`config.mk`:
```
export PLATFORM = sky130hd
export DESIGN_NAME = double_ended_queue
export DESIGN_NICKNAME = d
export VERILOG_FILES = /design/src/rtl/core/dq_pkg.sv /design/src/rtl/core/double_ended_queue.sv /design/src/rtl/core/dq_cell.sv
export SDC_FILE = /design/constraint.sdc
export NUM_CORES = 1
export LEC_CHECK = 0
export CORE_AREA = 2 2 293 295
export CTS_BUF_LIST = sky130_fd_sc_hd__clkbuf_4
export DETAILED_ROUTE_END_ITERATION = 8
export DIE_AREA = 0 0 295 297
export DONT_BUFFER_PORTS = 1
export HOLD_SLACK_MARGIN = 0.12
export SETUP_SLACK_MARGIN = 0.4
export SLEW_MARGIN = 20
export SYNTH_ARGS = -nofsm -noshare
export SYNTH_HDL_FRONTEND = slang
export SYNTH_HIERARCHICAL = 1
export SYNTH_SLANG_ARGS = --single-unit
```
`constraint.sdc`:
```
create_clock -name clk -period 5.5 [get_ports clk]
set_clock_uncertainty 0.15 [all_clocks]
set_input_delay 0.55 -clock clk [delete_from_list [all_inputs] [get_ports clk]]
set_output_delay 0.55 -clock clk [all_outputs]
set_load 0.01 [all_outputs]
```
`src/rtl/core/dq_pkg.sv`:
```
package dq_pkg;

    localparam int OP_BITS    = 3;
    localparam int FIELD_BITS = 32;
    localparam int COUNT_BITS = 5;

    typedef enum logic [OP_BITS-1:0] {
        OP_NONE       = 3'd0,
        OP_PUSH_BACK  = 3'd1,
        OP_PUSH_FRONT = 3'd2,
        OP_POP_FRONT  = 3'd3,
        OP_POP_BACK   = 3'd4
    } op_e;

    typedef struct packed {
        logic [OP_BITS-1:0]    operation;
        logic [FIELD_BITS-1:0] push_value;
    } req_t;

    typedef struct packed {
        logic [FIELD_BITS-1:0] popped_value;
        logic                  pop_valid;
        logic [FIELD_BITS-1:0] front_value;
        logic [FIELD_BITS-1:0] back_value;
        logic [COUNT_BITS-1:0] entry_count;
        logic                  is_empty;
        logic                  is_full;
        logic                  rejected;
    } rsp_t;

    // per-cell control from the top level
    typedef struct packed {
        logic shift_in_front;  // push front: take the neighbor nearer the front
        logic shift_to_front;  // pop front: take the neighbor nearer the back
        logic write_here;      // push back lands in this cell
    } cell_ctl_t;

endpackage

```
`src/rtl/core/double_ended_queue.sv`:
```
// Latency: a result beat passes through the state update and pending result, then
// the response register, and waits longer only while the response side stalls.
// Throughput: one operation per cycle unless the response stalls; all cells update together.
// Reset: rst_n clears the entry count, the pending flag and the response valid at once;
// the cell contents are not reset and are only read once written.
module double_ended_queue
    import dq_pkg::*;
#(
    parameter int CAPACITY  = 16,
    parameter int WORD_BITS = 32
) (
    input  logic clk,
    input  logic rst_n,
    input  logic req_valid,
    output logic req_ready,
    input  req_t req,
    output logic rsp_valid,
    input  logic rsp_ready,
    output rsp_t rsp
);

    // Words are kept at the stored width; the front entry always sits in cell 0 and the
    // back entry in cell count-1. Pushing at the front shifts the whole row one cell toward
    // the back, popping at the front shifts it toward the front, and pushing at the back
    // loads the first free cell. Popping at the back only drops the count.
    localparam int STORE_W = (WORD_BITS < FIELD_BITS) ? WORD_BITS : FIELD_BITS;
    localparam int CNT_W   = $clog2(CAPACITY + 1);
    localparam int IDX_W   = $clog2(CAPACITY);

    logic [STORE_W-1:0] cell_word [CAPACITY];
    cell_ctl_t          cell_ctl  [CAPACITY];

    logic [CNT_W-1:0] count_reg;
    logic [CNT_W-1:0] count_next;

    // Pending result: the state update is done, and the report waits here so the front
    // and back words are read from the updated row.
    logic               pend_reg;
    logic               pend_next;
    logic [STORE_W-1:0] pend_popped_reg;
    logic [STORE_W-1:0] pend_popped_next;
    logic               pend_pop_valid_reg;
    logic               pend_pop_valid_next;
    logic               pend_rejected_reg;
    logic               pend_rejected_next;

    logic rsp_valid_reg;
    logic rsp_valid_next;
    rsp_t rsp_reg;
    rsp_t rsp_next;

    logic               accept;
    logic               load_rsp;
    logic               is_empty_now;
    logic               is_full_now;
    logic               push_back_ok;
    logic               push_front_ok;
    logic               pop_front_ok;
    logic               pop_back_ok;
    logic               op_rejected;
    logic [STORE_W-1:0] push_word;
    logic [CNT_W-1:0]   back_pos;
    logic [STORE_W-1:0] back_word;
    op_e                op;

    assign is_empty_now = (count_reg == '0);
    assign is_full_now  = (count_reg == CNT_W'(CAPACITY));
    assign push_word    = req.push_value[STORE_W-1:0];

    // one read port on the row, at the back entry; used for pop back at accept time and
    // for the back word when the result is formed
    assign back_pos  = count_reg - CNT_W'(1);
    assign back_word = cell_word[back_pos[IDX_W-1:0]];

    // a new beat may enter when nothing is pending or the pending result can move on this cycle
    assign load_rsp  = pend_reg && (!rsp_valid_reg || rsp_ready);
    assign req_ready = !pend_reg || load_rsp;
    assign accept    = req_valid && req_ready;

    always_comb
    begin
        op = op_e'(req.operation);
        push_back_ok  = 1'b0;
        push_front_ok = 1'b0;
        pop_front_ok  = 1'b0;
        pop_back_ok   = 1'b0;
        op_rejected   = 1'b0;
        unique case (op)
            OP_PUSH_BACK:
            begin
                push_back_ok = accept && !is_full_now;
                op_rejected  = is_full_now;
            end
            OP_PUSH_FRONT:
            begin
                push_front_ok = accept && !is_full_now;
                op_rejected   = is_full_now;
            end
            OP_POP_FRONT:
            begin
                pop_front_ok = accept && !is_empty_now;
                op_rejected  = is_empty_now;
            end
            OP_POP_BACK:
            begin
                pop_back_ok = accept && !is_empty_now;
                op_rejected = is_empty_now;
            end
            default:
            begin
                // no operation, including the unused codes
            end
        endcase
    end

    always_comb
    begin
        count_next = count_reg;
        if (push_back_ok || push_front_ok)
        begin
            count_next = count_reg + CNT_W'(1);
        end
        else if (pop_front_ok || pop_back_ok)
        begin
            count_next = count_reg - CNT_W'(1);
        end
    end

    // pending fields are captured only on accept and held while the result waits
    always_comb
    begin
        pend_next           = pend_reg;
        pend_popped_next    = pend_popped_reg;
        pend_pop_valid_next = pend_pop_valid_reg;
        pend_rejected_next  = pend_rejected_reg;
        if (accept)
        begin
            pend_next           = 1'b1;
            pend_pop_valid_next = pop_front_ok || pop_back_ok;
            pend_rejected_next  = op_rejected;
            if (pop_front_ok)
            begin
                pend_popped_next = cell_word[0];
            end
            else if (pop_back_ok)
            begin
                pend_popped_next = back_word;
            end
            else
            begin
                pend_popped_next = '0;
            end
        end
        else if (load_rsp)
        begin
            pend_next = 1'b0;
        end
    end

    // result from the updated row
    always_comb
    begin
        rsp_next              = rsp_reg;
        rsp_valid_next        = rsp_valid_reg;
        if (load_rsp)
        begin
            rsp_valid_next        = 1'b1;
            rsp_next.popped_value = FIELD_BITS'(pend_popped_reg);
            rsp_next.pop_valid    = pend_pop_valid_reg;
            rsp_next.front_value  = is_empty_now ? '0 : FIELD_BITS'(cell_word[0]);
            rsp_next.back_value   = is_empty_now ? '0 : FIELD_BITS'(back_word);
            rsp_next.entry_count  = COUNT_BITS'(count_reg);
            rsp_next.is_empty     = is_empty_now;
            rsp_next.is_full      = is_full_now;
            rsp_next.rejected     = pend_rejected_reg;
        end
        else if (rsp_ready)
        begin
            rsp_valid_next = 1'b0;
        end
    end

    // the row of cells
    for (genvar i = 0; i < CAPACITY; i++)
    begin : g_cell
        logic [STORE_W-1:0] front_nb;
        logic [STORE_W-1:0] back_nb;

        if (i == 0)
        begin : g_head
            assign front_nb = push_word;
        end
        else
        begin : g_mid
            assign front_nb = cell_word[i-1];
        end

        if (i == CAPACITY - 1)
        begin : g_tail
            assign back_nb = '0;
        end
        else
        begin : g_body
            assign back_nb = cell_word[i+1];
        end

        assign cell_ctl[i].shift_in_front = push_front_ok;
        assign cell_ctl[i].shift_to_front = pop_front_ok;
        assign cell_ctl[i].write_here     = push_back_ok && (count_reg == CNT_W'(i));

        dq_cell #(
            .W (STORE_W)
        ) u_cell (
            .clk        (clk),
            .ctl        (cell_ctl[i]),
            .from_front (front_nb),
            .from_back  (back_nb),
            .push_value (push_word),
            .word       (cell_word[i])
        );
    end

    always_ff @(posedge clk or negedge rst_n)
    begin
        if (!rst_n)
        begin
            count_reg     <= '0;
            pend_reg      <= 1'b0;
            rsp_valid_reg <= 1'b0;
        end
        else
        begin
            count_reg     <= count_next;
            pend_reg      <= pend_next;
            rsp_valid_reg <= rsp_valid_next;
        end
    end

    always_ff @(posedge clk)
    begin
        pend_popped_reg    <= pend_popped_next;
        pend_pop_valid_reg <= pend_pop_valid_next;
        pend_rejected_reg  <= pend_rejected_next;
        rsp_reg            <= rsp_next;
    end

    assign rsp_valid = rsp_valid_reg;
    assign rsp       = rsp_reg;

`ifndef SYNTHESIS
    a_count_bound: assert property (@(posedge clk) disable iff (!rst_n)
        count_reg <= CNT_W'(CAPACITY))
        else $error("entry count above capacity");

    a_accept_pends: assert property (@(posedge clk) disable iff (!rst_n)
        accept |=> pend_reg)
        else $error("accepted beat left no pending result");

    a_pop_not_rejected: assert property (@(posedge clk) disable iff (!rst_n)
        rsp_valid_reg && rsp_reg.pop_valid |-> !rsp_reg.rejected && !rsp_reg.is_full)
        else $error("pop reported both done and rejected");

    a_empty_words: assert property (@(posedge clk) disable iff (!rst_n)
        rsp_valid_reg && rsp_reg.is_empty |-> rsp_reg.entry_count == '0)
        else $error("empty flag disagrees with count");
`endif

endmodule

```
`src/rtl/core/dq_cell.sv`:
```
module dq_cell
    import dq_pkg::*;
#(
    parameter int W = 32
) (
    input  logic         clk,
    input  cell_ctl_t    ctl,
    input  logic [W-1:0] from_front,
    input  logic [W-1:0] from_back,
    input  logic [W-1:0] push_value,
    output logic [W-1:0] word
);

    logic [W-1:0] word_reg;
    logic [W-1:0] word_next;

    always_comb
    begin
        word_next = word_reg;
        if (ctl.shift_in_front)
        begin
            word_next = from_front;
        end
        else if (ctl.shift_to_front)
        begin
            word_next = from_back;
        end
        else if (ctl.write_here)
        begin
            word_next = push_value;
        end
    end

    // payload only, no reset
    always_ff @(posedge clk)
    begin
        word_reg <= word_next;
    end

    assign word = word_reg;

endmodule

```
; ---- Yosys cells after proc, flatten, opt, wreduce, memory -nomap -nowiden
; Cells that the tools add are included.
[totals]
regBits = 658
inputBits = 39
output_inout_bits = 107
elab_cells = 168
[classes]
addsub = 2
bitwise_logic = 1
n_lt_le_gt_ge = 1
mux = 64
n_reduce_logical = 50
n_eq_ne = 20
[ops]
columns = cell, n
row1 = $mux 32, 52
row2 = $bmux 32 s4, 1
row3 = $reduce_bool 3->1, 16
row4 = $eq 5x4->1 const B, 8
row5 = $eq 5x3->1 const B, 4
row6 = $logic_and 1x1->1, 20
row7 = $eq 5x2->1 const B, 2
row8 = $mux 5, 2
row9 = $mux 1, 8
row10 = $eq 3x2->1 const B, 2
row11 = $reduce_bool 2->1, 3
row12 = $add 5x1->5 const B, 1
row13 = $eq 5x1->1 const B, 1
row14 = $eq 5x5->1 const B, 1
row15 = $ge 5x5->1 const B, 1
row16 = $logic_not 5->1, 1
row17 = $not 4->5, 1
row18 = $sub 5x1->5 const B, 1
row19 = $logic_not 1->1, 4
row20 = $logic_or 1x1->1, 4
row21 = $reduce_or 2->1, 2
row22 = $eq 3x1->1 const B, 1
row23 = $eq 3x3->1 const B, 1
row24 = $pmux 1 s2, 1

; ---- Depth between registers and ports, before layout
; Gate-level depths: netlist (run 1).
[logic_depth]
word_depth = 11
ltp_mapped = 13
depth_no_buf = 8

; ---- By module
; The synthesis (run 1) kept the hierarchy.
[modules_own_cells]
columns = mod, seq_area_each_um2, cells_each, instances, area_per_inst_um2
row1 = dq_cell, 960.9, 140, 16, 1672.9
row2 = double_ended_queue, 4349.2, 1081, 1, 10824.1

; ---- Worst setup path after synthesis (run 1)
; Ideal clock, no wire load.
[synth_timing]
path_type = reg-to-reg
startpoint = register count_reg[0]
endpoint = register g_cell[10].u_cell.word_reg[0], enable pin
setup_ps = 390
path_buffers = 5
required_time_ps = 4960
arrival_time_ps = 4040
path_slack_ps = 920
path_stages_with_launch = 11
period_less_slack_ps = 4580
path_cell_list = dfrtp_1 buf_2 inv_1 clkbuf_1 clkbuf_1 ha_1 nor4bb_1 buf_2 nor3_1 buf_2 or3_1
[synth_lines]
columns = element, line
row1 = start: declaration, double_ended_queue.sv:33  ; logic [CNT_W-1:0] count_reg;
row2 = start signal: assignment, double_ended_queue.sv:233  ; count_reg <= count_next;
row3 = end signal: assignment, dq_cell.sv:37  ; word_reg <= word_next;
row4 = end: declaration, dq_cell.sv:14  ; logic [W-1:0] word_reg;

==> results of run 1 <==
report_power, final:
part,internal (mW),switching [mW]
Combinational,2.63,4.69
Clock,2.32,2.16
Sequential,6.26,0.514
worst register-to-register path, stage by stage (launching register included):
cell	delay [ns]
dfrtp_1	0.47
inv_1	0.20
ha_4	0.17
nor4bb_1	0.86
nor3_2	0.14
buf_12	0.31
nand2_1	0.30
dlygate4sd3_1	0.56
o21ai_0	0.07
dlygate4sd3_1	0.58
routing by layer:
metal  routed length [um]  up-vias
met4                 2550       12
met5                   74        -
met2                48300     1258
li1                     -    12400
met1                50500    13300
met3                 9720      194
cell type report:
cell class                 instances  area, sq um  area share
antenna                            4         10.0    0.000247
clock buffer                     263         1970      0.0488
clock inverter                    51          298     0.00736
inverter                           9         36.3    0.000897
multi-input combinational       2397        15900       0.392
sequential                       658        19700       0.488
tap                             1144         1430      0.0354
timing repair buffer              97         1130      0.0280
stage by stage:
step	hold WS (ns)	cell area, sq um	util	setup WS, ns	power, mW
6_report	0.253	40500	0.479	1.46	18.6
5_1_grt	0.207	40500	0.479	1.19	19.5
4_1_cts	0.134	40400	0.479	1.50	18.6
3_5_place_dp	0.105	37700	0.446	1.54	14.0
3_3_place_gp	0.105	37700	0.446	1.71	13.9
2_1_floorplan	0.104	37700	-	0.920	11.9
cell families (layout without fill, tap and decap cells):
kind of cell               count (synthesis)  in the layout
AOI/OAI and AO/OA                        583            583
xor gates and xnor gates                   8              8
adders and majority gates                  6              6
buffers and inverters                    297            420
DFF                                      658            658
muxes                                    803            803
other                                      1             36
and+or+nand+nor                          965            965
cells in the final DEF (no fill, tap or decap), types with 2 or more instances in the layout:
cell	synthesis	layout
mux2_2	4	4
clkinvlp_4	0	5
nor2b_1	32	32
o21ai_1	480	480
nand3b_1	3	3
nor4_1	4	4
buf_4	4	30
clkinv_1	0	34
nor2_1	46	44
nor3_2	2	3
inv_1	7	6
inv_2	2	7
o21ai_0	33	33
mux2i_1	770	770
dlygate4sd3_1	0	44
nand4_1	64	64
bufinv_16	0	3
xnor2_2	0	2
a21o_1	32	32
dfrtp_1	7	6
nor2_4	0	2
nor3b_1	2	2
nand2b_1	3	3
edfxtp_1	651	651
or3_2	0	15
clkbuf_4	0	263
diode_2	0	4
clkinv_2	0	3
ha_1	6	5
o22ai_1	33	33
mux2_1	29	29
nor3_1	4	3
conb_1	1	32
nand3_1	261	261
nand2_1	517	517
xnor2_1	6	4
buf_12	48	22
worst max-delay path by stage:
stage	to	cells after the start
3_3_place_gp	g_cell[2].u_cell/word[16]	7
6_report	g_cell[0].u_cell/word[31]	9
5_1_grt	g_cell[0].u_cell/word[31]	9
4_1_cts	g_cell[15].u_cell/word[17]	7
3_5_place_dp	g_cell[15].u_cell/word[16]	7
2_1_floorplan	g_cell[10].u_cell/word[0]	10
==> flow_metrics.py, run 1 <==
metrics = {
    "sta": {
        "finalSetupTns_ns": 0,
        "max_slew.worst_pin.slew_ns": 1.25,
        "fmax_mhz": 248,
        "relSlewSlack": 0.167,
        "hold_viol": 0,
        "slew_violations": 0,
        "timing.final.crit_share": 0.734,
        "rsz0062_at_grt": "no",
        "setup_viol": 0,
        "post-route-min-period_ns": 4.04,
    },
    "critical_path": {
        "arrival_ns": 4.68,
        "r2r-start": "count_reg[1]",
        "crit_family": "buffers and inverters",
        "path_buf_inv": 4,
        "cp_max_fo": 185,
        "reg2regPathDepth": 9,
        "timing.rr.end": "g_cell[0].u_cell/word[31]",
        "cp-start-kind": "flip-flop",
        "crit_start": "count_reg[1]",
        "cp_common_cell": "dlygate4sd3_1",
        "cpPeakStageDelay_ns": 0.85,
        "reg2reg_slack_ns": 1.46,
        "cp_cell_sequence": "inv_1 > ha_4 > nor4bb_1 > nor3_2 > buf_12 > nand2_1 > dlygate4sd3_1 > o21ai_0 > dlygate4sd3_1",
        "end_kind": "flip-flop",
        "cpMaxStageDelayCell": "nor4bb_1",
        "crit_type": "reg2reg",
        "crit_required_ns": 6.14,
    },
    "synth": {
        "ys.flop_type": "edfxtp_1",
        "synth_area_sq_um": 37600,
        "synth_edf_count": 651,
        "yosysMostFrequentCell": "mux2i_1",
        "ys_ff_latch": 658,
        "syn_inst": 3321,
        "synth-async-reset-ratio": 0.0106,
        "synth_xor_area_frac": 0.00186,
        "synth-simple-area-share": 0.116,
        "seq_area_frac_synth": 0.525,
        "synth_top_area_cell": "edfxtp_1",
        "synth_area_leaders": "edfxtp_1 52%, mux2i_1 21%, o21ai_1 6.4%",
        "synth-adder-area-share": 0.00200,
        "synth_compound_area_frac": 0.0817,
        "synth_top_family_by_area": "multiplexers",
        "yosys_warnings": 6,
        "synthTopCellsByCount": "770 x mux2i_1, 651 x edfxtp_1, 517 x nand2_1",
        "muxShareOfSynthArea": 0.215,
        "synth.distinct_cells": 48,
        "synth_top_area_frac": 0.520,
        "syn_avg_cell_area_sq_um": 11.3,
    },
    "finish": {
        "largest_register_ffs": 512,
        "syn2layout_area_growth_pct": 7.65,
        "nFillCells": 7721,
        "final_cell_count_no_fill": 4623,
        "drive_gt1_frac": 0.107,
        "nNetsFinal": 3388,
    },
    "power": {
        "p_leak_nw": 13.3,
        "powerDensity_nw_per_um2": 459,
        "irDropWorstVdd_mv": 0.614,
    },
    "floorplanning": {
        "die_h_um": 297,
        "die_w_um": 295,
        "std_cell_rows": 107,
        "start_util": 0.445,
        "core_sq_um": 84500,
        "io_pins": 146,
        "die-area_sq_um": 87600,
    },
    "global_routing": {
        "grtUsageMet3": 0.0552,
        "overflow": 0,
        "grt_pass1_vias": 26400,
        "antenna_found_initial": 17,
        "grt_max_degree": 282,
        "grtUsageTotal": 0.251,
        "met1_usage": 0.371,
        "met2_usage": 0.363,
        "grt_pass1_wl_um": 168000,
        "grt.busiest_layer": "met1",
    },
    "placement": {
        "gp_congestion": 0.825,
        "port_buffers": 0,
        "dp_cells": 4260,
        "dp_hpwl_um": 65700,
    },
    "routing": {
        "initialDrtViolationCount": 3125,
        "routedWlPerCell_um": 24.0,
        "firstDrtPassIters": 6,
        "drc": 0,
        "vias": 27200,
        "drtAntennaViolNets": 0,
        "totalWireLength_um": 111000,
        "via_per_inst": 5.89,
    },
    "cts": {
        "postCtsSetupRepairBufs": 0,
        "ctsHoldBuffers": 44,
        "cts.repair.resized": 0,
        "cts_buffers": 180,
        "clockBufferDepth": 3,
        "h-tree-depth": 4,
        "cts_tree": "done",
        "insertion_delay_ns": 1.05,
        "cts.clk_slew.worst_paths_ns": 0.07,
        "clock-root-buffer": "clkbuf_4",
        "clock-sinks": 658,
    },
    "worst_hold_path": {
        "hold_path.class": "in2async",
    },
    "outcome": {
        "status": "finished clean",
    },
    "flow_run": {
        "drv_cap": 0,
    },
}
Note: power is estimated with default switching activity, not from simulation.
==> run 2: changes to the inputs <==
--- a/config.mk
+++ b/config.mk
@@ -5,10 +5,11 @@
 export SDC_FILE = /design/constraint.sdc
 export NUM_CORES = 1
 export LEC_CHECK = 0
-export CORE_AREA = 2 2 293 295
+export ABC_AREA = 1
+export CORE_AREA = 2 2 315 317
 export CTS_BUF_LIST = sky130_fd_sc_hd__clkbuf_4
 export DETAILED_ROUTE_END_ITERATION = 8
-export DIE_AREA = 0 0 295 297
+export DIE_AREA = 0 0 317 319
 export DONT_BUFFER_PORTS = 1
 export HOLD_SLACK_MARGIN = 0.12
 export SETUP_SLACK_MARGIN = 0.4
==> constraint.sdc (replaced) <==
create_clock -name clk -period 3.65 [get_ports clk]
set_clock_uncertainty 0.15 [all_clocks]
set_input_delay 0.365 -clock clk [delete_from_list [all_inputs] [get_ports clk]]
set_output_delay 0.365 -clock clk [all_outputs]
set_load 0.01 [all_outputs]
==> flow_metrics.py, run 2 <==
metrics = {
    "placement": {
        "port_buffers": 0,
        "gp_congestion": 0.835,
        "dp_hpwl_um": 88200,
        "dp_cells": 7388,
        "place_area_sq_um": 43900,
    },
    "sta": {
        "timing.final.crit_share": 0.861,
        "finalSetupTns_ns": 0,
        "fmax_mhz": 318,
        "hold_ws_ns": 0.265,
        "relSlewSlack": 0.270,
        "slew_violations": 0,
        "setup_viol": 0,
        "post-route-min-period_ns": 3.14,
        "rsz0062_at_grt": "no",
        "max_slew.worst_pin.slew_ns": 1.09,
        "hold_viol": 0,
    },
    "cts": {
        "clockBufferDepth": 3,
        "insertion_delay_ns": 1.10,
        "cts.clk_slew.worst_paths_ns": 0.07,
        "clock-root-buffer": "clkbuf_4",
        "cts_tree": "done",
        "clock-sinks": 658,
        "cts_buffers": 185,
        "h-tree-depth": 4,
    },
    "finish": {
        "syn2layout_area_growth_pct": 8.09,
        "nFillCells": 9976,
        "drive_gt1_frac": 0.0638,
        "register_area_sq_um": 19700,
        "nNetsFinal": 6415,
        "largest_register_ffs": 512,
        "final_cell_count_no_fill": 7805,
        "final_common_cell": "nand2_1",
        "multi_input_area_sq_um": 16200,
        "final_area_sq_um": 47200,
        "final_cell_mix": "2783 x nand2_1, 1451 x inv_1, 915 x nand3_1, 651 x edfxtp_1, 271 x clkbuf_4",
    },
    "synth": {
        "seq_area_frac_synth": 0.451,
        "synth_top_area_cell": "edfxtp_1",
        "synth.distinct_cells": 27,
        "synth_area_sq_um": 43700,
        "yosys_warnings": 6,
        "synth_area_leaders": "edfxtp_1 45%, nand2_1 24%, inv_1 12%",
        "syn_inst": 6357,
        "synth-async-reset-ratio": 0.0106,
        "synthTopCellsByCount": "2799 x nand2_1, 1453 x inv_1, 915 x nand3_1",
        "syn_avg_cell_area_sq_um": 6.87,
        "ys_ff_latch": 658,
        "ys.flop_type": "edfxtp_1",
        "yosysMostFrequentCell": "nand2_1",
        "synth_edf_count": 651,
        "synth_top_area_frac": 0.447,
    },
    "power": {
        "p_leak_nw": 25.3,
        "combPwrFrac": 0.408,
        "intPower_mw": 16.7,
        "p_seq_frac": 0.348,
        "switchingPower_mw": 12.9,
        "clkPwrFrac": 0.245,
        "irDropWorstVdd_mv": 0.543,
        "powerDensity_nw_per_um2": 626,
        "switching_share": 0.437,
    },
    "critical_path": {
        "cpMaxStageDelayCell": "dlygate4sd3_1",
        "crit_family": "buffers and inverters",
        "crit_type": "in2reg",
        "arrival_ns": 3.92,
        "r2r-start": "count_reg[1]",
        "reg2reg_slack_ns": 0.59,
        "cp_common_cell": "dlygate4sd3_1",
        "cp_cell_sequence": "dlygate4sd3_1 > dlygate4sd3_1 > inv_1 > nand3_1 > dlygate4sd3_1 > nor2_4 > buf_12 > buf_4 > nand2_1 > dlygate4sd3_1 > nand2_1",
        "cpPeakStageDelay_ns": 0.63,
        "reg2regPathDepth": 10,
        "crit_required_ns": 4.42,
        "end_kind": "flip-flop",
        "cp_max_fo": 39,
        "path_buf_inv": 7,
        "timing.rr.end": "g_cell[0].u_cell/word[26]",
        "cp-start-kind": "input pin",
    },
    "flow_run": {
        "drv_cap": 0,
    },
    "worst_hold_path": {
        "min_to": "rsp[85]",
        "whs_path_depth": 0,
        "hold_path.class": "reg2reg",
        "hp-start": "pend_popped_reg[12]",
    },
    "global_routing": {
        "grtUsageTotal": 0.272,
        "grt_pass1_wl_um": 217000,
        "grt_pass1_vias": 38800,
        "antenna_found_initial": 23,
        "grt_max_degree": 169,
        "overflow": 0,
    },
    "floorplanning": {
        "die-area_sq_um": 101000,
        "die_h_um": 319,
        "start_util": 0.447,
        "core_sq_um": 97700,
        "die_w_um": 317,
        "io_pins": 146,
        "std_cell_rows": 115,
    },
    "routing": {
        "drtAntennaViolNets": 0,
        "routedWlPerCell_um": 17.7,
        "drc": 0,
        "firstDrtPassIters": 6,
        "vias": 39500,
        "totalWireLength_um": 138000,
        "via_per_inst": 5.06,
        "initialDrtViolationCount": 3511,
    },
    "outcome": {
        "status": "finished clean",
    },
}
## run 2: how the worst max path moves through the flow
stage	from	endpoint	cells past startpoint
global route	count_reg[1]	g_cell[0].u_cell/word[26]	10
CTS	count_reg[0]	rsp[38]	9
detailed placement	count_reg[0]	rsp[11]	8
global placement	count_reg[0]	rsp[38]	8
floorplan	count_reg[0]	g_cell[15].u_cell/word[0]	15
finish	req[34]	g_cell[0].u_cell/word[26]	11
## run 2: kinds of logic after synthesis
family,after synthesis,synth area share
xor gates and xnor gates,5,0.00143
buffers and inverters,1832,0.185
AOI/OAI and AO/OA,66,0.00762
other,1,0.0000858
DFF,658,0.451
and+or+nand+nor,3789,0.352
adders and majority gates,6,0.00172
## run 2: stage by stage
| step | setup slack (ns) | util | power (mW) |
|---|---|---|---|
| after floorplan | 0.495 | - | 17.9 |
| after global placement | 0.394 | 0.450 | 22.1 |
| after detailed placement | 0.416 | 0.450 | 22.2 |
| after CTS | 0.478 | 0.482 | 29.7 |
| after global routing | 0.412 | 0.483 | 31.2 |
| final | 0.506 | 0.483 | 29.6 |
## run 2: worst reg2reg max path: stages (launching register included)
cell           delay (ns)
dfrtp_1              0.47
inv_1                0.16
ha_4                 0.19
nand3_1              0.15
nand2_1              0.15
nor2_4               0.24
buf_12               0.26
buf_4                0.39
nand2_1              0.09
dlygate4sd3_1        0.59
nand2_1              0.06
## run 2: metal layers
metal	global-route usage	share of wire
met5	0	0
met4	0.128	0.043
met3	0.0409	0.063
met2	0.476	0.50
met1	0.327	0.39
## run 2: power by group through the flow
| stage | registers [mW] | clock network, mW | logic [mW] |
|---|---|---|---|
| 4_1_cts | 10.3 | 7.40 | 12.0 |
| 3_3_place_gp | 10.5 | 0 | 11.6 |
| 6_report | 10.3 | 7.24 | 12.1 |
| 3_5_place_dp | 10.5 | 0 | 11.7 |
| 5_1_grt | 10.4 | 7.81 | 13.0 |
| 2_1_floorplan | 10.1 | 0 | 7.76 |
## run 2: layout make-up
| type | instances | share of cell area |
|---|---|---|
| Sequential cell | 658 | 0.418 |
| Tap cell | 1287 | 0.0341 |
| Multi-Input combinational cell | 3898 | 0.343 |
| Clock inverter | 52 | 0.00781 |
| Inverter | 1489 | 0.120 |
| Timing Repair Buffer | 138 | 0.0337 |
| Antenna cell | 12 | 0.000636 |
| Clock buffer | 271 | 0.0431 |
## run 2: what timing repair did
item	4_1_cts	5_1_grt
gates resized for setup	1	6
setup buffers	0	6
cloned	0	1
setup endpoints to repair	1	439
hold buffers	75	0
pin swaps	0	1
endpoints found under the hold margin	730	0
